<file path="src/scsi_rw_command_block_builder_defines.svh">
// assertion macros shared by the command block builder rtl
`ifndef SCSI_RW_COMMAND_BLOCK_BUILDER_DEFINES_SVH
`define SCSI_RW_COMMAND_BLOCK_BUILDER_DEFINES_SVH

// checked on every clock edge, skipped while reset is held
`define SCSIRW_ASSERT(label, prop, msg) \
  label: assert property (@(posedge clk) disable iff (!rst_n) (prop)) else $error(msg);

// checked on every clock edge, reset included
`define SCSIRW_ASSERT_ALWAYS(label, prop, msg) \
  label: assert property (@(posedge clk) (prop)) else $error(msg);

`endif

</file>
<file path="src/scsirw_pkg.sv">
// types, opcodes and error codes for the scsi read/write command block builder
package scsirw_pkg;

  localparam logic [4:0] LEN_6  = 5'd6;
  localparam logic [4:0] LEN_10 = 5'd10;
  localparam logic [4:0] LEN_12 = 5'd12;
  localparam logic [4:0] LEN_16 = 5'd16;
  localparam logic [4:0] LEN_RESET = LEN_10;

  localparam logic [7:0] OP_READ_6   = 8'h08;
  localparam logic [7:0] OP_READ_10  = 8'h28;
  localparam logic [7:0] OP_READ_12  = 8'ha8;
  localparam logic [7:0] OP_READ_16  = 8'h88;
  localparam logic [7:0] OP_WRITE_6  = 8'h0a;
  localparam logic [7:0] OP_WRITE_10 = 8'h2a;
  localparam logic [7:0] OP_WRITE_12 = 8'haa;
  localparam logic [7:0] OP_WRITE_16 = 8'h8a;

  localparam logic [32:0] SIX_MAX_LBA   = 33'h1fffff;
  localparam logic [31:0] SIX_MAX_COUNT = 32'd256;
  localparam logic [31:0] TEN_MAX_COUNT = 32'h0000ffff;
  localparam logic [7:0]  DPO_BIT = 8'h10;
  localparam logic [7:0]  FUA_BIT = 8'h08;

  typedef enum logic [2:0] {
    ERR_OK        = 3'd0,
    ERR_BAD_LEN   = 3'd1,
    ERR_COUNT     = 3'd2,
    ERR_REACH     = 3'd3,
    ERR_SIX_FLAGS = 3'd4
  } err_code_t;

  typedef struct packed {
    logic [31:0] start_lba;
    logic [31:0] block_count;
    logic        is_write;
    logic        force_unit_access;
    logic        disable_page_out;
  } req_t;

  typedef struct packed {
    logic [63:0] cdb_low_bytes;
    logic [63:0] cdb_high_bytes;
    logic [4:0]  cdb_length;
    err_code_t   error_code;
  } cdb_res_t;

endpackage

</file>
<file path="src/scsirw_if.sv">
// valid/ready channel interfaces for requests, command blocks and configuration
interface scsirw_req_if;
  logic        valid;
  logic        ready;
  logic [31:0] start_lba;
  logic [31:0] block_count;
  logic        is_write;
  logic        force_unit_access;
  logic        disable_page_out;

  modport source (output valid, output start_lba, output block_count, output is_write,
                  output force_unit_access, output disable_page_out, input ready);
  modport sink (input valid, input start_lba, input block_count, input is_write,
                input force_unit_access, input disable_page_out, output ready);
endinterface

interface scsirw_cdb_if;
  logic        valid;
  logic        ready;
  logic [63:0] cdb_low_bytes;
  logic [63:0] cdb_high_bytes;
  logic [4:0]  cdb_length;
  logic [2:0]  error_code;

  modport source (output valid, output cdb_low_bytes, output cdb_high_bytes,
                  output cdb_length, output error_code, input ready);
  modport sink (input valid, input cdb_low_bytes, input cdb_high_bytes,
                input cdb_length, input error_code, output ready);
endinterface

interface scsirw_cfg_if;
  logic       valid;
  logic       ready;
  logic [4:0] command_length;

  modport source (output valid, output command_length, input ready);
  modport sink (input valid, input command_length, output ready);
endinterface

</file>
<file path="src/scsirw_encode.sv">
// combinational packing and checking of one read/write command block
module scsirw_encode (
  input  logic [4:0]          cmd_len,
  input  scsirw_pkg::req_t    req,
  output scsirw_pkg::cdb_res_t res
);

  logic [7:0]  b [16];
  logic [7:0]  flags;
  logic [31:0] cnt_m1;
  logic [32:0] last_lba;
  logic [63:0] lo;
  logic [63:0] hi;
  scsirw_pkg::err_code_t err;

  assign flags = (req.disable_page_out ? scsirw_pkg::DPO_BIT : 8'h00) |
                 (req.force_unit_access ? scsirw_pkg::FUA_BIT : 8'h00);
  assign cnt_m1 = (req.block_count == 32'd0) ? 32'd0 : req.block_count - 32'd1;
  assign last_lba = {1'b0, req.start_lba} + {1'b0, cnt_m1};

  always_comb begin
    for (int i = 0; i < 16; i++) begin
      b[i] = 8'h00;
    end
    err = scsirw_pkg::ERR_OK;
    case (cmd_len)
      scsirw_pkg::LEN_6: begin
        b[0] = req.is_write ? scsirw_pkg::OP_WRITE_6 : scsirw_pkg::OP_READ_6;
        b[1] = {3'b000, req.start_lba[20:16]};
        b[2] = req.start_lba[15:8];
        b[3] = req.start_lba[7:0];
        // a count of 256 wraps to zero here
        b[4] = req.block_count[7:0];
        if (req.block_count > scsirw_pkg::SIX_MAX_COUNT) begin
          err = scsirw_pkg::ERR_COUNT;
        end else if (last_lba > scsirw_pkg::SIX_MAX_LBA) begin
          err = scsirw_pkg::ERR_REACH;
        end else if (req.disable_page_out || req.force_unit_access) begin
          err = scsirw_pkg::ERR_SIX_FLAGS;
        end
      end
      scsirw_pkg::LEN_10: begin
        b[0] = req.is_write ? scsirw_pkg::OP_WRITE_10 : scsirw_pkg::OP_READ_10;
        b[1] = flags;
        b[2] = req.start_lba[31:24];
        b[3] = req.start_lba[23:16];
        b[4] = req.start_lba[15:8];
        b[5] = req.start_lba[7:0];
        b[7] = req.block_count[15:8];
        b[8] = req.block_count[7:0];
        if (req.block_count > scsirw_pkg::TEN_MAX_COUNT) begin
          err = scsirw_pkg::ERR_COUNT;
        end
      end
      scsirw_pkg::LEN_12: begin
        b[0] = req.is_write ? scsirw_pkg::OP_WRITE_12 : scsirw_pkg::OP_READ_12;
        b[1] = flags;
        b[2] = req.start_lba[31:24];
        b[3] = req.start_lba[23:16];
        b[4] = req.start_lba[15:8];
        b[5] = req.start_lba[7:0];
        b[6] = req.block_count[31:24];
        b[7] = req.block_count[23:16];
        b[8] = req.block_count[15:8];
        b[9] = req.block_count[7:0];
      end
      scsirw_pkg::LEN_16: begin
        b[0]  = req.is_write ? scsirw_pkg::OP_WRITE_16 : scsirw_pkg::OP_READ_16;
        b[1]  = flags;
        b[6]  = req.start_lba[31:24];
        b[7]  = req.start_lba[23:16];
        b[8]  = req.start_lba[15:8];
        b[9]  = req.start_lba[7:0];
        b[10] = req.block_count[31:24];
        b[11] = req.block_count[23:16];
        b[12] = req.block_count[15:8];
        b[13] = req.block_count[7:0];
      end
      default: begin
        err = scsirw_pkg::ERR_BAD_LEN;
      end
    endcase
  end

  always_comb begin
    for (int i = 0; i < 8; i++) begin
      lo[8*i +: 8] = b[i];
      hi[8*i +: 8] = b[i+8];
    end
  end

  always_comb begin
    res.error_code = err;
    if (err == scsirw_pkg::ERR_OK) begin
      res.cdb_low_bytes  = lo;
      res.cdb_high_bytes = hi;
      res.cdb_length     = cmd_len;
    end else begin
      res.cdb_low_bytes  = 64'd0;
      res.cdb_high_bytes = 64'd0;
      res.cdb_length     = 5'd0;
    end
  end

endmodule

</file>
<file path="src/scsi_rw_command_block_builder.sv">
// top level of the scsi read/write command block builder
//
//  channel  | direction | beat carries
//  in_ch    | sink      | start_lba, block_count, is_write, force_unit_access, disable_page_out
//  out_ch   | source    | cdb_low_bytes, cdb_high_bytes, cdb_length, error_code
//  cfg_ch   | sink      | command_length
//
// an input beat passes through the input register, then the packing logic into the
// result register. one beat per cycle is sustained while out_ch is not stalled.
// rst_n is synchronous; it empties both stages and sets command_length to 10.
// a stall on out_ch holds the result register, and the input register keeps taking
// a beat while it is empty; cfg_ch is always ready.
`include "scsi_rw_command_block_builder_defines.svh"

module scsi_rw_command_block_builder (
  input  logic         clk,
  input  logic         rst_n,
  scsirw_req_if.sink   in_ch,
  scsirw_cdb_if.source out_ch,
  scsirw_cfg_if.sink   cfg_ch
);

  logic [4:0]           cmd_len_r;
  logic                 s1_v_r;
  scsirw_pkg::req_t     s1_req_r;
  logic                 out_v_r;
  scsirw_pkg::cdb_res_t out_res_r;
  scsirw_pkg::cdb_res_t res_nxt;
  logic                 advance;
  logic                 in_fire;

  assign advance = !out_v_r || out_ch.ready;
  assign in_ch.ready = !s1_v_r || advance;
  assign in_fire = in_ch.valid && in_ch.ready;
  assign cfg_ch.ready = 1'b1;

  always_ff @(posedge clk) begin
    if (!rst_n) begin
      cmd_len_r <= scsirw_pkg::LEN_RESET;
    end else if (cfg_ch.valid) begin
      cmd_len_r <= cfg_ch.command_length;
    end
  end

  always_ff @(posedge clk) begin
    if (!rst_n) begin
      s1_v_r  <= 1'b0;
      out_v_r <= 1'b0;
    end else begin
      if (in_ch.ready) begin
        s1_v_r <= in_ch.valid;
      end
      if (advance) begin
        out_v_r <= s1_v_r;
      end
    end
  end

  always_ff @(posedge clk) begin
    if (in_fire) begin
      s1_req_r.start_lba         <= in_ch.start_lba;
      s1_req_r.block_count       <= in_ch.block_count;
      s1_req_r.is_write          <= in_ch.is_write;
      s1_req_r.force_unit_access <= in_ch.force_unit_access;
      s1_req_r.disable_page_out  <= in_ch.disable_page_out;
    end
    if (advance && s1_v_r) begin
      out_res_r <= res_nxt;
    end
  end

  scsirw_encode u_encode (
    .cmd_len (cmd_len_r),
    .req     (s1_req_r),
    .res     (res_nxt)
  );

  assign out_ch.valid          = out_v_r;
  assign out_ch.cdb_low_bytes  = out_res_r.cdb_low_bytes;
  assign out_ch.cdb_high_bytes = out_res_r.cdb_high_bytes;
  assign out_ch.cdb_length     = out_res_r.cdb_length;
  assign out_ch.error_code     = out_res_r.error_code;

  `SCSIRW_ASSERT(a_err_clears_cdb,
    out_v_r && (out_res_r.error_code != scsirw_pkg::ERR_OK) |->
      (out_res_r.cdb_low_bytes == 64'd0) && (out_res_r.cdb_high_bytes == 64'd0) &&
      (out_res_r.cdb_length == 5'd0),
    "error result carries command bytes or a length")
  `SCSIRW_ASSERT(a_ok_len_legal,
    out_v_r && (out_res_r.error_code == scsirw_pkg::ERR_OK) |->
      (out_res_r.cdb_length == scsirw_pkg::LEN_6) ||
      (out_res_r.cdb_length == scsirw_pkg::LEN_10) ||
      (out_res_r.cdb_length == scsirw_pkg::LEN_12) ||
      (out_res_r.cdb_length == scsirw_pkg::LEN_16),
    "good result with an illegal command length")
  `SCSIRW_ASSERT(a_stage_moves,
    s1_v_r && advance |=> out_v_r,
    "input stage beat lost on its way to the result register")
  `SCSIRW_ASSERT(a_ready_when_empty,
    !out_v_r |-> in_ch.ready,
    "input not ready while the result register is empty")
  `SCSIRW_ASSERT_ALWAYS(a_reset_empties,
    !rst_n |=> !s1_v_r && !out_v_r,
    "pipeline holds a beat after reset")

endmodule

</file>
<file path="src/flat_wrapper.sv">
// flat-port wrapper written by rule: the top's interface ports become plain ports
module scsi_rw_command_block_builder_flat 
  (clk, rst_n, in_ch_valid, in_ch_start_lba, in_ch_block_count, in_ch_is_write, in_ch_force_unit_access, in_ch_disable_page_out, in_ch_ready, out_ch_valid, out_ch_cdb_low_bytes, out_ch_cdb_high_bytes, out_ch_cdb_length, out_ch_error_code, out_ch_ready, cfg_ch_valid, cfg_ch_command_length, cfg_ch_ready);
  scsirw_req_if in_ch_i ();
  scsirw_cdb_if out_ch_i ();
  scsirw_cfg_if cfg_ch_i ();
  input  logic clk;
  input  logic rst_n;
  input wire logic [$bits(in_ch_i.valid)-1:0] in_ch_valid;
  input wire logic [$bits(in_ch_i.start_lba)-1:0] in_ch_start_lba;
  input wire logic [$bits(in_ch_i.block_count)-1:0] in_ch_block_count;
  input wire logic [$bits(in_ch_i.is_write)-1:0] in_ch_is_write;
  input wire logic [$bits(in_ch_i.force_unit_access)-1:0] in_ch_force_unit_access;
  input wire logic [$bits(in_ch_i.disable_page_out)-1:0] in_ch_disable_page_out;
  output wire logic [$bits(in_ch_i.ready)-1:0] in_ch_ready;
  output wire logic [$bits(out_ch_i.valid)-1:0] out_ch_valid;
  output wire logic [$bits(out_ch_i.cdb_low_bytes)-1:0] out_ch_cdb_low_bytes;
  output wire logic [$bits(out_ch_i.cdb_high_bytes)-1:0] out_ch_cdb_high_bytes;
  output wire logic [$bits(out_ch_i.cdb_length)-1:0] out_ch_cdb_length;
  output wire logic [$bits(out_ch_i.error_code)-1:0] out_ch_error_code;
  input wire logic [$bits(out_ch_i.ready)-1:0] out_ch_ready;
  input wire logic [$bits(cfg_ch_i.valid)-1:0] cfg_ch_valid;
  input wire logic [$bits(cfg_ch_i.command_length)-1:0] cfg_ch_command_length;
  output wire logic [$bits(cfg_ch_i.ready)-1:0] cfg_ch_ready;
  assign in_ch_i.valid = in_ch_valid;
  assign in_ch_i.start_lba = in_ch_start_lba;
  assign in_ch_i.block_count = in_ch_block_count;
  assign in_ch_i.is_write = in_ch_is_write;
  assign in_ch_i.force_unit_access = in_ch_force_unit_access;
  assign in_ch_i.disable_page_out = in_ch_disable_page_out;
  assign in_ch_ready = in_ch_i.ready;
  assign out_ch_valid = out_ch_i.valid;
  assign out_ch_cdb_low_bytes = out_ch_i.cdb_low_bytes;
  assign out_ch_cdb_high_bytes = out_ch_i.cdb_high_bytes;
  assign out_ch_cdb_length = out_ch_i.cdb_length;
  assign out_ch_error_code = out_ch_i.error_code;
  assign out_ch_i.ready = out_ch_ready;
  assign cfg_ch_i.valid = cfg_ch_valid;
  assign cfg_ch_i.command_length = cfg_ch_command_length;
  assign cfg_ch_ready = cfg_ch_i.ready;
  scsi_rw_command_block_builder u_core (.clk(clk), .rst_n(rst_n), .in_ch(in_ch_i), .out_ch(out_ch_i), .cfg_ch(cfg_ch_i));
endmodule
</file>
<file path="config.mk">
export PLATFORM = sky130hd
export DESIGN_NAME = scsi_rw_command_block_builder_flat
export DESIGN_NICKNAME = d
export VERILOG_FILES = /design/src/scsirw_pkg.sv /design/src/scsirw_if.sv /design/src/scsirw_encode.sv /design/src/scsi_rw_command_block_builder.sv /design/src/flat_wrapper.sv
export VERILOG_INCLUDE_DIRS = /design/src /design/src/src
export SDC_FILE = /design/constraint.sdc
export NUM_CORES = 1
export LEC_CHECK = 0
export BUFFER_PORTS_ARGS = -buffer_cell sky130_fd_sc_hd__buf_4
export CORE_MARGIN = 2
export CORE_UTILIZATION = 59
export CTS_CLUSTER_DIAMETER = 200
export DETAILED_ROUTE_END_ITERATION = 8
export PLACE_DENSITY = 0.89
export SKIP_CTS_REPAIR_TIMING = 1
export SLEW_MARGIN = 20
export SYNTH_ARGS = -nofsm -noshare
export SYNTH_HDL_FRONTEND = slang
export SYNTH_SLANG_ARGS = --single-unit
</file>
<file path="constraint.sdc">
create_clock -name clk -period 16.6 [get_ports clk]
set_input_delay 2.49 -clock clk [delete_from_list [all_inputs] [get_ports clk]]
set_output_delay 2.49 -clock clk [all_outputs]
set_load 0.01 [all_outputs]
</file>
# ---- Word-level counts from Yosys, hierarchy flattened
# Cells that the tools add are included.
dict set report classes {
  addsub 2
  mul 0
  n_div 0
  magnitude_cmp 3
  n_eq_ne 4
  shift 0
  n_mux 17
  bitwise 1
  n_reduce_logical 13
}
# cell n
set op_table {}
lappend op_table {{$pmux 16 s4} 1}
lappend op_table {{$pmux 16 s3} 1}
lappend op_table {{$pmux 24 s2} 1}
lappend op_table {{$add 32x32->33} 1}
lappend op_table {{$gt 33x21->1 const B} 1}
lappend op_table {{$gt 32x16->1 const B} 1}
lappend op_table {{$gt 32x9->1 const B} 1}
lappend op_table {{$logic_not 32->1} 1}
lappend op_table {{$mux 32} 1}
lappend op_table {{$pmux 8 s2} 2}
lappend op_table {{$sub 32x1->32 const B} 1}
lappend op_table {{$eq 5x4->1 const B} 2}
lappend op_table {{$mux 2} 5}
lappend op_table {{$mux 3} 3}
lappend op_table {{$pmux 3 s3} 1}
lappend op_table {{$or 8x4->8} 1}
lappend op_table {{$eq 5x3->1 const B} 1}
lappend op_table {{$eq 5x5->1 const B} 1}
lappend op_table {{$mux 5} 1}
lappend op_table {{$mux 4} 1}
lappend op_table {{$reduce_and 2->1} 2}
lappend op_table {{$reduce_or 2->1} 2}
lappend op_table {{$logic_not 3->1} 1}
lappend op_table {{$logic_or 1x1->1} 3}
lappend op_table {{2 further kinds} 4}
dict set report word_totals {
  reg_bits 210
  latch_bits 0
  ram_bits 0
  romBits 0
  inputBits 77
  elab_cells 55
  n_memories 0
}

# ---- Longest topological paths before layout
# Gate-level depths: netlist of the first run.
dict set report depth {
  ltp_word 9
  ltp_mapped 22
}

# ---- Modules after synthesis
# From an unflattened synthesis of the first run, not the netlist that was laid out.
dict set report hier_totals {
  hier_cells 824
  area_unflattened_um2 10332.4
}
# mod n_inst cells_each area_per_inst_um2
set modules_own_cells {}
lappend modules_own_cells {scsi_rw_command_block_builder 1 230 6398.6}
lappend modules_own_cells {scsirw_encode 1 594 3933.8}

# ---- Least setup slack after synthesis of the first run
# OpenSTA, ideal clock, no wires.
dict set report synth_path {
  kind {in2reg}
  startpoint {input port out_ch_ready}
  endpoint {register u_core.out_res_r, in the netlist u_core.out_ch.cdb_high_bytes[0] (enable)}
  setup_time_ns 0.600
  arrival_ns 7.570
  required_ns 16.000
  setup_slack_ns 8.430
  stages 2
  path_buffers 0
  cell_sequence {nor2b_1 > nor2b_1}
}
dict set report synth_between {
  elab_chain_cells 2
}
# element line_no
set synth_lines {}
lappend synth_lines {{start: declaration} flat_wrapper.sv:21} ;# input wire logic [$bits(out_ch_i.ready)-1:0] out_ch_ready;
lappend synth_lines {{$logic_or 1x1->1} scsi_rw_command_block_builder.sv:32} ;# assign advance = !out_v_r || out_ch.ready;
lappend synth_lines {{$logic_and 1x1->1} scsi_rw_command_block_builder.sv:67} ;# if (advance && s1_v_r) begin
lappend synth_lines {{end signal: assignment} scsi_rw_command_block_builder.sv:68} ;# out_res_r <= res_nxt;
lappend synth_lines {{end: declaration} scsi_rw_command_block_builder.sv:27} ;# scsirw_pkg::cdb_res_t out_res_r;
# Every way passes these cells.
# A chain may end at the register's enable or synchronous reset.

# ---- Worst setup path after layout of the first run
dict set report layout_path {
  startpoint {register u_core.s1_req_r[6] (netlist name)}
  endpoint {register u_core.out_res_r, in the netlist u_core.out_ch.cdb_low_bytes[24] (data pin)}
}
dict set report layout_between {
  elab_chain_cells 8
}
# element line_no
set layout_lines {}
lappend layout_lines {{start: declaration} scsi_rw_command_block_builder.sv:25} ;# scsirw_pkg::req_t s1_req_r;
lappend layout_lines {{$sub 32x1->32 / $logic_not 32->1 (equally long branches)} scsirw_encode.sv:18} ;# assign cnt_m1 = (req.block_count == 32'd0) ? 32'd0 : req.block_count - 32'd1;
lappend layout_lines {{$mux 32} scsirw_encode.sv:18}
lappend layout_lines {{$add 32x32->33} scsirw_encode.sv:19} ;# assign last_lba = {1'b0, req.start_lba} + {1'b0, cnt_m1};
lappend layout_lines {{$gt 33x21->1} scsirw_encode.sv:36} ;# end else if (last_lba > scsirw_pkg::SIX_MAX_LBA) begin
lappend layout_lines {{$mux 3} scsirw_encode.sv:36}
lappend layout_lines {{$mux 3} scsirw_encode.sv:34} ;# if (req.block_count > scsirw_pkg::SIX_MAX_COUNT) begin
lappend layout_lines {{$pmux 3 s3 (*)} scsirw_encode.sv:26} ;# case (cmd_len)
lappend layout_lines {{$logic_not 3->1 (*)} scsirw_encode.sv:94} ;# if (err == scsirw_pkg::ERR_OK) begin
# Every way passes the cells marked *; elsewhere a longest branch is shown, timed or not.

==> results of run 1 <==
==> kinds of logic after synthesis <==
logic type      share of synthesized area [%]
xor+xnor                                 2.13
simple gates                             13.7
buf+inv                                  4.57
mux                                     0.873
flops                                    58.7
fa+ha+maj                                4.58
other cells                            0.0794
compound gates                           15.4
==> routing by layer <==
metal | GRT usage (%) | vias to the layer above | routed length [um]
met5 | 0 | - | 0
met4 | 12.7 | 0 | 1170
met3 | 7.49 | 103 | 3110
met2 | 50.2 | 560 | 12700
met1 | 41.8 | 3555 | 9840
li1 | - | 3323 | -
==> cell type report <==
| type | instances | share of cell area [%] |
|---|---|---|
| clock buffers | 19 | 3.76 |
| clock inverters | 13 | 0.826 |
| inverters | 14 | 0.457 |
| multi-input cells | 541 | 31.3 |
| flip-flops and latches | 187 | 48.2 |
| well taps | 216 | 2.35 |
| repair buffers | 199 | 13.2 |
==> flip-flops by register name (all words and copies together) (netlist names) <==
signal / cells
u_core.out_ch.error_code: 3
u_core.s1_v_r: 1
u_core.out_ch.cdb_length: 5
u_core.out_ch.cdb_high_bytes: 48
u_core.out_ch.valid: 1
u_core.s1_req_r: 67
u_core.out_ch.cdb_low_bytes: 57
u_core.cmd_len_r: 5
==> placed cells by master, fill, tap and decap left out, types with 4 or more instances in the layout <==
cell type,n
buf_4,198
edfxtp_1,180
nor2_1,70
a21oi_1,69
nand2_1,40
ha_1,33
and2_1,31
a22oi_1,27
conb_1,25
o21ai_0,20
nor3_1,17
clkbuf_16,17
xnor2_1,16
a222oi_1,16
a22o_1,16
inv_1,14
a21o_1,10
and3_1,10
o211ai_1,10
or3_1,9
nand3_1,9
nand4_1,9
nor4_1,8
xor2_1,7
dfxtp_1,7
nor2b_1,6
o21a_1,6
mux2i_1,6
a21oi_2,6
clkinv_4,4
==> critical path: stages (launching register included) <==
cell       delay [ns]
edfxtp_1         0.51
or3_1            0.45
nor3b_1          0.55
nand3_1          0.33
nor4_2           0.70
buf_4            0.37
nor2_1           0.07
ha_1             0.21
inv_1            0.08
fa_1             0.17
nand2b_1         0.10
a21oi_1          0.08
o211ai_1         0.40
a21oi_1          0.17
o2111ai_1        0.36
nand3b_1         0.15
a2111oi_2        0.56
nand4_4          0.59
a21oi_1          0.37
==> path summary, 6_finish.rpt <==
| path | endpoint | slack [ns] |
|---|---|---|
| worst min-delay path | u_core.out_ch.valid | 0.55 |
| worst min register to register | u_core.out_ch.valid | 0.55 |
| worst max-delay path | u_core.out_ch.cdb_low_bytes[24] | 10.15 |
| worst max register to register | u_core.out_ch.cdb_low_bytes[24] | 10.15 |
==> power breakdown <==
group | switching, mW | internal (mW) | leakage [nW]
Sequential | 0.0259 | 0.543 | 1.80
Combinational | 0.0887 | 0.0637 | 2.40
Clock | 0.173 | 0.192 | 0.256
==> stage by stage <==
step | utilization (%) | area, um^2 | instances
after global placement | 69.5 | 11000 | 1156
after floorplan | - | 9540 | 810
final | 73.0 | 11500 | 1189
after CTS | 73.0 | 11500 | 1189
after global routing | 73.0 | 11500 | 1189
after detailed placement | 69.6 | 11000 | 1157
==> results_dict.tcl, run 1 <==
set metrics [dict create \
    outcome "finished clean" \
    hp-start "u_core.s1_v_r" \
    finalMaxSlewViolations 0 \
    fin_crit_sh_pct 38.9 \
    layout_setup_ws_ns 10.15 \
    r2r-start "u_core.s1_req_r[6]" \
    ant_nets 0 \
    cp-end-kind "register" \
    dp_hpwl_mm 19.4 \
    syn_avg_cell_area_um2 12.0 \
    die_x_um 131 \
    synth-edff-count 180 \
    cts_buffer_depth 2 \
    grt-ovfl-total 0 \
    worstHoldPathType "register to register" \
    drive_gt1_share_pct 26.3 \
    syn_to_final_growth_pct 21.8 \
    cts_root_buffer "clkbuf_16" \
    finalCriticalPeriod_ns 6.45 \
    finalWeightedCongestion 0.976 \
    nets 1071 \
    setup_viol 0 \
    cts_buffers 17 \
    worstSetupStartpoint "u_core.s1_req_r[6]" \
    grt_pass1_vias 6943 \
    yosysSeqAreaShare_pct 58.7 \
    crit_arrival_ns 6.70 \
    drt-wirelength-per-cell_um 22.6 \
    drc_errors 0 \
    synth_area_leaders "edfxtp_1, ha_1, a21oi_1" \
    max_slew_margin_pct 29.4 \
    synthTopCellsByCount "edfxtp_1, nor2_1, a21oi_1" \
    crit_fanout 33 \
    cts_tree "built" \
    fin_tns_setup_ns 0 \
    power_mw 1.09 \
    yosys_warnings 0 \
    clkTransAtPathRegs_ns 0.07 \
    synthCells 787 \
    ir_drop_v 0.0000756 \
    finClkSkew_ns 0.0110 \
    die_area_um2 17100 \
    antenna_found_initial 0 \
    drt_iter0_drc 1025 \
    regArea_um2 5550 \
    grt_max_degree 86 \
    first_pass_iters 6 \
    ys.flop_type "edfxtp_1" \
    netlist_area_um2 9450 \
    cts.sinks 187 \
    detail_route.wirelength_mm 26.8 \
    fillerInstances 1060 \
    h-tree-depth 4 \
    synth.most_common_cell "edfxtp_1" \
    r2r_cells 18 \
    holdWs_ns 0.550 \
    io-pin-count 216 \
    rsz0062_at_grt "no" \
    die_h_um 131 \
    cap_violations 0 \
    synth.top_cell.area_share_pct 57.2 \
    p_per_area_nw_per_um2 94.4 \
    required_ns 16.85 \
    num_vias 7541 \
    tightest_slew_ns 1.06 \
    hold_depth 1 \
    max_freq_mhz 155 \
    leakage_nw 4.45 \
    vias_per_cell 6.34 \
    place_ws_ns 10.34 \
    grt_pass1_wl_mm 39.3 \
    startpoint_type "register" \
    rows 46 \
    ys_ff_latch 187 \
    synth.distinct_cells 68 \
    initial_utilization_pct 59.9 \
    port_buffers 191 \
    multi_input_area_um2 3600 \
    grt.total_usage_pct 31.4 \
    ys_async_sr_fraction_pct 0 \
    timing.final.hold_violations 0 \
    core-area_um2 15800 \
    worstSetupPathType "register to register" \
    synth_area_leader_cell "edfxtp_1" \
    antenna_cells 0 \
    clk_latency_ns 0.43 \
]
No activity file was read; power rests on OpenSTA's default activity.
==> run 2, diff against run 1 <==
--- a/config.mk
+++ b/config.mk
@@ -8,10 +8,10 @@
 export LEC_CHECK = 0
 export BUFFER_PORTS_ARGS = -buffer_cell sky130_fd_sc_hd__buf_4
 export CORE_MARGIN = 2
-export CORE_UTILIZATION = 59
+export CORE_UTILIZATION = 55
 export CTS_CLUSTER_DIAMETER = 200
 export DETAILED_ROUTE_END_ITERATION = 8
-export PLACE_DENSITY = 0.89
+export PLACE_DENSITY = 0.84
 export SKIP_CTS_REPAIR_TIMING = 1
 export SLEW_MARGIN = 20
 export SYNTH_ARGS = -nofsm -noshare
==> constraint.sdc (replaced) <==
create_clock -name clk -period 6 [get_ports clk]
set_input_delay 0.9 -clock clk [delete_from_list [all_inputs] [get_ports clk]]
set_output_delay 0.9 -clock clk [all_outputs]
set_load 0.01 [all_outputs]
==> run 2 against run 1 <==
Net effect:
- the flow now finishes with violations (design-rule violations)
- power grew to 2.8 times the previous value
- global-route usage down 2.7 points
- first-iteration DRC count up 9.0%
- sequential share of layout area fell by 0.35 points
- hold slack worse by 0.020 ns
- largest power group unchanged
- highest routed layer unchanged
==> results_dict.tcl, run 2 (synthesis gave the netlist of run 1 again) <==
set metrics [dict create \
    first_pass_iters 9 \
    cap_violations 0 \
    tightest_slew_ns 0.921 \
    finalWeightedCongestion 0.968 \
    r2r-start "u_core.s1_req_r[6]" \
    p_per_area_nw_per_um2 266 \
    initial_utilization_pct 56.6 \
    finalMaxSlewViolations 0 \
    startpoint_type "register" \
    crit_cells 17 \
    grt-ovfl-total 0 \
    timing.reg2reg.setup_slack_ns 0.39 \
    antenna_found_initial 0 \
    mostFrequentLayoutCell "buf_4" \
    syn_to_final_growth_pct 22.7 \
    crit_chain "or3_1 > or4_1 > nor4_4 > nand2_1 > or3_1 > o31ai_1 > a21oi_1 > ha_1 > nand4_1 > or3_1 > o211ai_1 > mux2i_1 > nor2_1 > a2111oi_2 > nand4_4 > buf_4 > a21oi_1" \
    max_slew_margin_pct 38.6 \
    clkTransAtPathRegs_ns 0.07 \
    grt_pass1_vias 6893 \
    worstSetupPathType "register to register" \
    drive_gt1_share_pct 27.0 \
    max_freq_mhz 178 \
    cts_root_buffer "clkbuf_16" \
    clk_latency_ns 0.44 \
    worstPathBufferInverterCount 1 \
    multi_input_area_um2 3610 \
    io-pin-count 216 \
    fin_crit_sh_pct 93.5 \
    nets 1078 \
    place_inst 1168 \
    leakage_nw 4.50 \
    violations "design-rule violations" \
    slowest_stage "a2111oi_2" \
    regArea_um2 5550 \
    grt.total_usage_pct 28.7 \
    largest_reg_flops 67 \
    r2r_end "u_core.out_ch.cdb_low_bytes[27]" \
    grt_max_degree 71 \
    detail_route.wirelength_mm 26.0 \
    rsz0062_at_grt "no" \
    fin_tns_setup_ns 0 \
    path_common_cell "or3_1" \
    die_x_um 135 \
    vias_per_cell 6.16 \
    crit_fanout 33 \
    finClkSkew_ns 0.00960 \
    rows 47 \
    required_ns 6.27 \
    fin_util_pct 69.4 \
    layout_common_cells "buf_4, edfxtp_1, nor2_1, a21oi_1, nand2_1" \
    cpPeakStageDelay_ns 0.51 \
    worstHoldPathType "register to register" \
    dp_hpwl_mm 18.7 \
    antenna_cells 0 \
    drt-wirelength-per-cell_um 21.7 \
    port_buffers 191 \
    critPathCapture "u_core.out_ch.cdb_low_bytes[27]" \
    core-area_um2 16700 \
    regMostFlops "u_core.s1_req_r" \
    die_h_um 135 \
    num_vias 7389 \
    holdWs_ns 0.529 \
    grt_pass1_wl_mm 39.0 \
    drc_errors 4 \
    cts_buffers 17 \
    cts.sinks 187 \
    h-tree-depth 4 \
    cp-end-kind "register" \
    path_delay_family "simple AND/OR/NAND/NOR gates" \
    cts_buffer_depth 2 \
    ir_drop_v 0.000210 \
    ant_nets 0 \
    die_area_um2 18300 \
    setup_viol 0 \
    stdcell_count 1199 \
    cts_tree "built" \
    outcome "finished with violations" \
    finalCriticalPeriod_ns 5.61 \
    timing.final.hold_violations 0 \
    r2r_cells 17 \
    fillerInstances 1220 \
    drt_iter0_drc 1117 \
    worstSetupStartpoint "u_core.s1_req_r[6]" \
    crit_arrival_ns 5.88 \
    power_mw 3.09 \
]
[run 2: cell type report]
type                       count  share of cell area [%]
tap                          220                    2.37
clock buffer                  17                    3.67
clock inverter                14                    1.25
inverter                      14                   0.453
sequential                   187                    47.8
timing repair buffer         206                    13.3
multi-input combinational    541                    31.1
[run 2: worst min-delay path, cell delays in order (launching register included)]
cell and delay (ns):
dfxtp_1 0.32, inv_1 0.08, o211ai_1 0.08
[run 2: worst min path at each step]
| stage | startpoint | to | cells after the start |
|---|---|---|---|
| after floorplan | u_core.s1_v_r | u_core.out_ch.valid | 1 |
| after global placement | u_core.s1_v_r | u_core.out_ch.valid | 1 |
| after detailed placement | u_core.s1_v_r | u_core.out_ch.valid | 1 |
| after CTS | u_core.cmd_len_r[3] | u_core.cmd_len_r[3] | 2 |
| after global routing | u_core.s1_v_r | u_core.out_ch.valid | 1 |
| final | u_core.cmd_len_r[3] | u_core.cmd_len_r[3] | 2 |
[run 2: per-layer routing]
layer | vias up | GRT usage [%] | wire [um]
li1 | 3323 | - | -
met1 | 3472 | 39.8 | 9820
met2 | 507 | 45.0 | 12200
met3 | 87 | 5.71 | 2990
met4 | 0 | 11.2 | 1000
met5 | - | 0 | 0
[run 2: stage by stage]
stage	area, um^2	worst slack [ns]
detailed placement	11000	0.474
global route	11600	0.0442
CTS	11600	0.419
global placement	11000	0.638
floorplan	9540	1.12
finish	11600	0.390
[run 2: where the power goes]
group,switching (mW),leakage (nW),internal (mW),total [mW]
registers,0.0688,1.80,1.50,1.57
logic,0.244,2.42,0.176,0.420
clock network,0.484,0.281,0.613,1.10
total,0.796,4.50,2.29,3.09
==> run 3, diff against run 2 <==
--- a/config.mk
+++ b/config.mk
@@ -8,12 +8,14 @@
 export LEC_CHECK = 0
 export BUFFER_PORTS_ARGS = -buffer_cell sky130_fd_sc_hd__buf_4
 export CORE_MARGIN = 2
-export CORE_UTILIZATION = 55
+export CORE_UTILIZATION = 56
 export CTS_CLUSTER_DIAMETER = 200
 export DETAILED_ROUTE_END_ITERATION = 8
 export PLACE_DENSITY = 0.84
 export SKIP_CTS_REPAIR_TIMING = 1
+export SKIP_LAST_GASP = 1
 export SLEW_MARGIN = 20
 export SYNTH_ARGS = -nofsm -noshare
 export SYNTH_HDL_FRONTEND = slang
+export SYNTH_HIERARCHICAL = 1
 export SYNTH_SLANG_ARGS = --single-unit
==> run 3 against run 2 <==
Net effect:
- the run now ends clean
- critical endpoint is now u_core/out_ch.cdb_length[2]
- die area is 7.1% higher
- worst setup slack worse by 0.097 ns
- global-route usage is 1.3 points lower
==> results_dict.tcl, run 3 <==
set metrics [dict create \
    outcome "finished clean" \
    layout_setup_ws_ns 0.293 \
    place_inst 1226 \
    max_slew_margin_pct 30.0 \
    path_delay_family "simple AND/OR/NAND/NOR gates" \
    ir_drop_v 0.000238 \
    clk_latency_ns 0.50 \
    grt_pass1_wl_mm 41.9 \
    synthMuxAreaShare_pct 0.981 \
    clkTransAtPathRegs_ns 0.07 \
    ys_ff_latch 210 \
    first_pass_iters 9 \
    grt_max_degree 97 \
    die_area_um2 19600 \
    crit_chain "or4_1 > nor4_4 > nand4_1 > nor4_2 > nand2_1 > nor4_1 > xnor2_1 > nor2_1 > ha_1 > a21o_1 > a21o_1 > a21oi_1 > mux2i_1 > o21ai_0 > a211oi_1 > nor4_1 > nand3b_1 > buf_4 > a21boi_0" \
    fin_crit_sh_pct 95.1 \
    drive_gt1_share_pct 29.0 \
    synth.top_cell.area_share_pct 59.0 \
    yosys_warnings 6 \
    yosys.area_share.adder_pct 4.31 \
    antenna_cells 0 \
    finalWeightedCongestion 1.03 \
    regMostFlops "u_core/s1_req_r" \
    cts_buffer_depth 3 \
    cts_buffers 22 \
    synth_top_family_by_area "compound AO/OA/AOI/OAI gates" \
    ant_nets 0 \
    syn_avg_cell_area_um2 12.5 \
    startpoint_type "register" \
    io-pin-count 216 \
    hold_depth 2 \
    rows 49 \
    ys.flop_type "edfxtp_1" \
    placed_area_um2 12000 \
    cap_violations 0 \
    cts_tree "built" \
    cp-end-kind "register" \
    dp_hpwl_mm 19.4 \
    synth.distinct_cells 69 \
    synth_area_leaders "edfxtp_1, ha_1, a211oi_2" \
    synthTopCellsByCount "edfxtp_1, nor2_1, nand2_1" \
    yosysSeqAreaShare_pct 60.4 \
    grt_pass1_vias 7408 \
    tightest_slew_ns 1.05 \
    cts.sinks 210 \
    cts_root_buffer "clkbuf_16" \
    synth.most_common_cell "edfxtp_1" \
    mostFrequentLayoutCell "buf_4" \
    finClkSkew_ns 0.0124 \
    vias_per_cell 6.13 \
    holdWs_ns 0.534 \
    leakage_nw 4.99 \
    place_ws_ns 0.527 \
    core-area_um2 18000 \
    num_vias 7762 \
    synth_area_leader_cell "edfxtp_1" \
    die_x_um 140 \
    netlist_area_um2 10300 \
    r2r_cells 19 \
    worstSetupPathType "register to register" \
    stdcell_count 1267 \
    crit_fanout 32 \
    p_per_area_nw_per_um2 280 \
    crit_arrival_ns 5.90 \
    drc_errors 0 \
    ys_async_sr_fraction_pct 0 \
    h-tree-depth 1 \
    final_area_um2 12800 \
    synth-edff-count 203 \
    required_ns 6.20 \
    largest_reg_flops 67 \
    grt.total_usage_pct 27.4 \
    nets 1134 \
    detail_route.wirelength_mm 27.9 \
    antenna_found_initial 0 \
    initial_utilization_pct 57.3 \
    timing.final.hold_violations 0 \
    die_h_um 140 \
    drt-wirelength-per-cell_um 22.0 \
    finalMaxSlewViolations 0 \
    max_freq_mhz 175 \
    syn_to_final_growth_pct 23.6 \
    drt_iter0_drc 1124 \
    finalCriticalPeriod_ns 5.71 \
    rsz0062_at_grt "no" \
    layout_common_cells "buf_4, edfxtp_1, nor2_1, nand2_1, a21oi_1" \
    fin_tns_setup_ns 0 \
    grt-ovfl-total 0 \
    setup_viol 0 \
    port_buffers 214 \
    cpPeakStageDelay_ns 0.66 \
    crit_cells 19 \
    synthCells 824 \
    synth_compound_area_share_pct 15.0 \
    synthSimpleGateAreaFrac_pct 12.5 \
    synth-xor-area-share_pct 2.20 \
    slowest_stage "or4_1" \
    worstHoldPathType "register to register" \
    worstPathBufferInverterCount 1 \
]
run 3: changes by cell type in the layout (fill, tap and decap cells not counted), moves of 6 or more:
cell,delta
nand2_1,+10
a21oi_2,-6
a21oi_1,-29
o211ai_1,-7
edfxtp_1,+23
o21ai_0,+6
buf_4,+17
a211oi_2,+23
clkbuf_16,+6
run 3: report_power, final:
group	leakage, nW	switching (mW)	internal (mW)	total (mW)
logic	2.61	0.279	0.198	0.476
clock network	0.349	0.554	0.783	1.34
registers	2.03	0.0719	1.69	1.77
run 3: layout make-up:
cell class / count / area (um^2)
sequential: 210 / 6240
fill: 1222 / 5250
multi-input combinational: 544 / 3760
timing repair buffer: 225 / 1710
clock buffer: 26 / 587
tap: 229 / 287
clock inverter: 14 / 116
inverter: 19 / 71.3
run 3: cells by family after synthesis:
kind of cell	count (synthesis)
xor+xnor	26
other cells	2
flops	210
mux	10
fa+ha+maj	35
compound gates	203
simple gates	245
buf+inv	93
run 3: tightest hold or removal path, delay by kind of cell (launching register included):
| kind | cells | cell delay, ns |
|---|---|---|
| simple gates | 1 | 0.09 |
| flops | 1 | 0.34 |
| compound gates | 1 | 0.05 |
run 3: stage by stage:
| step | utilization, % | power, mW |
|---|---|---|
| 6_report | 70.9 | 3.58 |
| 4_1_cts | 70.7 | 3.58 |
| 3_3_place_gp | 66.8 | 2.25 |
| 3_5_place_dp | 66.8 | 2.26 |
| 2_1_floorplan | - | 2.07 |
| 5_1_grt | 70.9 | 3.70 |
run 3: worst paths after layout:
kind                                          start  slack [ns]                          end
worst min-delay path            u_core/out_ch.valid        0.53                u_core/s1_v_r
worst max register to register   u_core/s1_req_r[8]        0.29  u_core/out_ch.cdb_length[2]
worst max-delay path             u_core/s1_req_r[8]        0.29  u_core/out_ch.cdb_length[2]
worst min register to register  u_core/out_ch.valid        0.53                u_core/s1_v_r
run 3: layer usage:
| layer | global-route usage [%] | part of all wire, % | routed length (um) | vias up |
|---|---|---|---|---|
| met5 | 0 | 0 | 0 | - |
| met4 | 8.42 | 3.4 | 955 | 0 |
| met3 | 4.78 | 9.9 | 2770 | 87 |
| met2 | 46.1 | 49 | 13600 | 538 |
| met1 | 36.6 | 38 | 10500 | 3642 |
| li1 | - | - | - | 3495 |
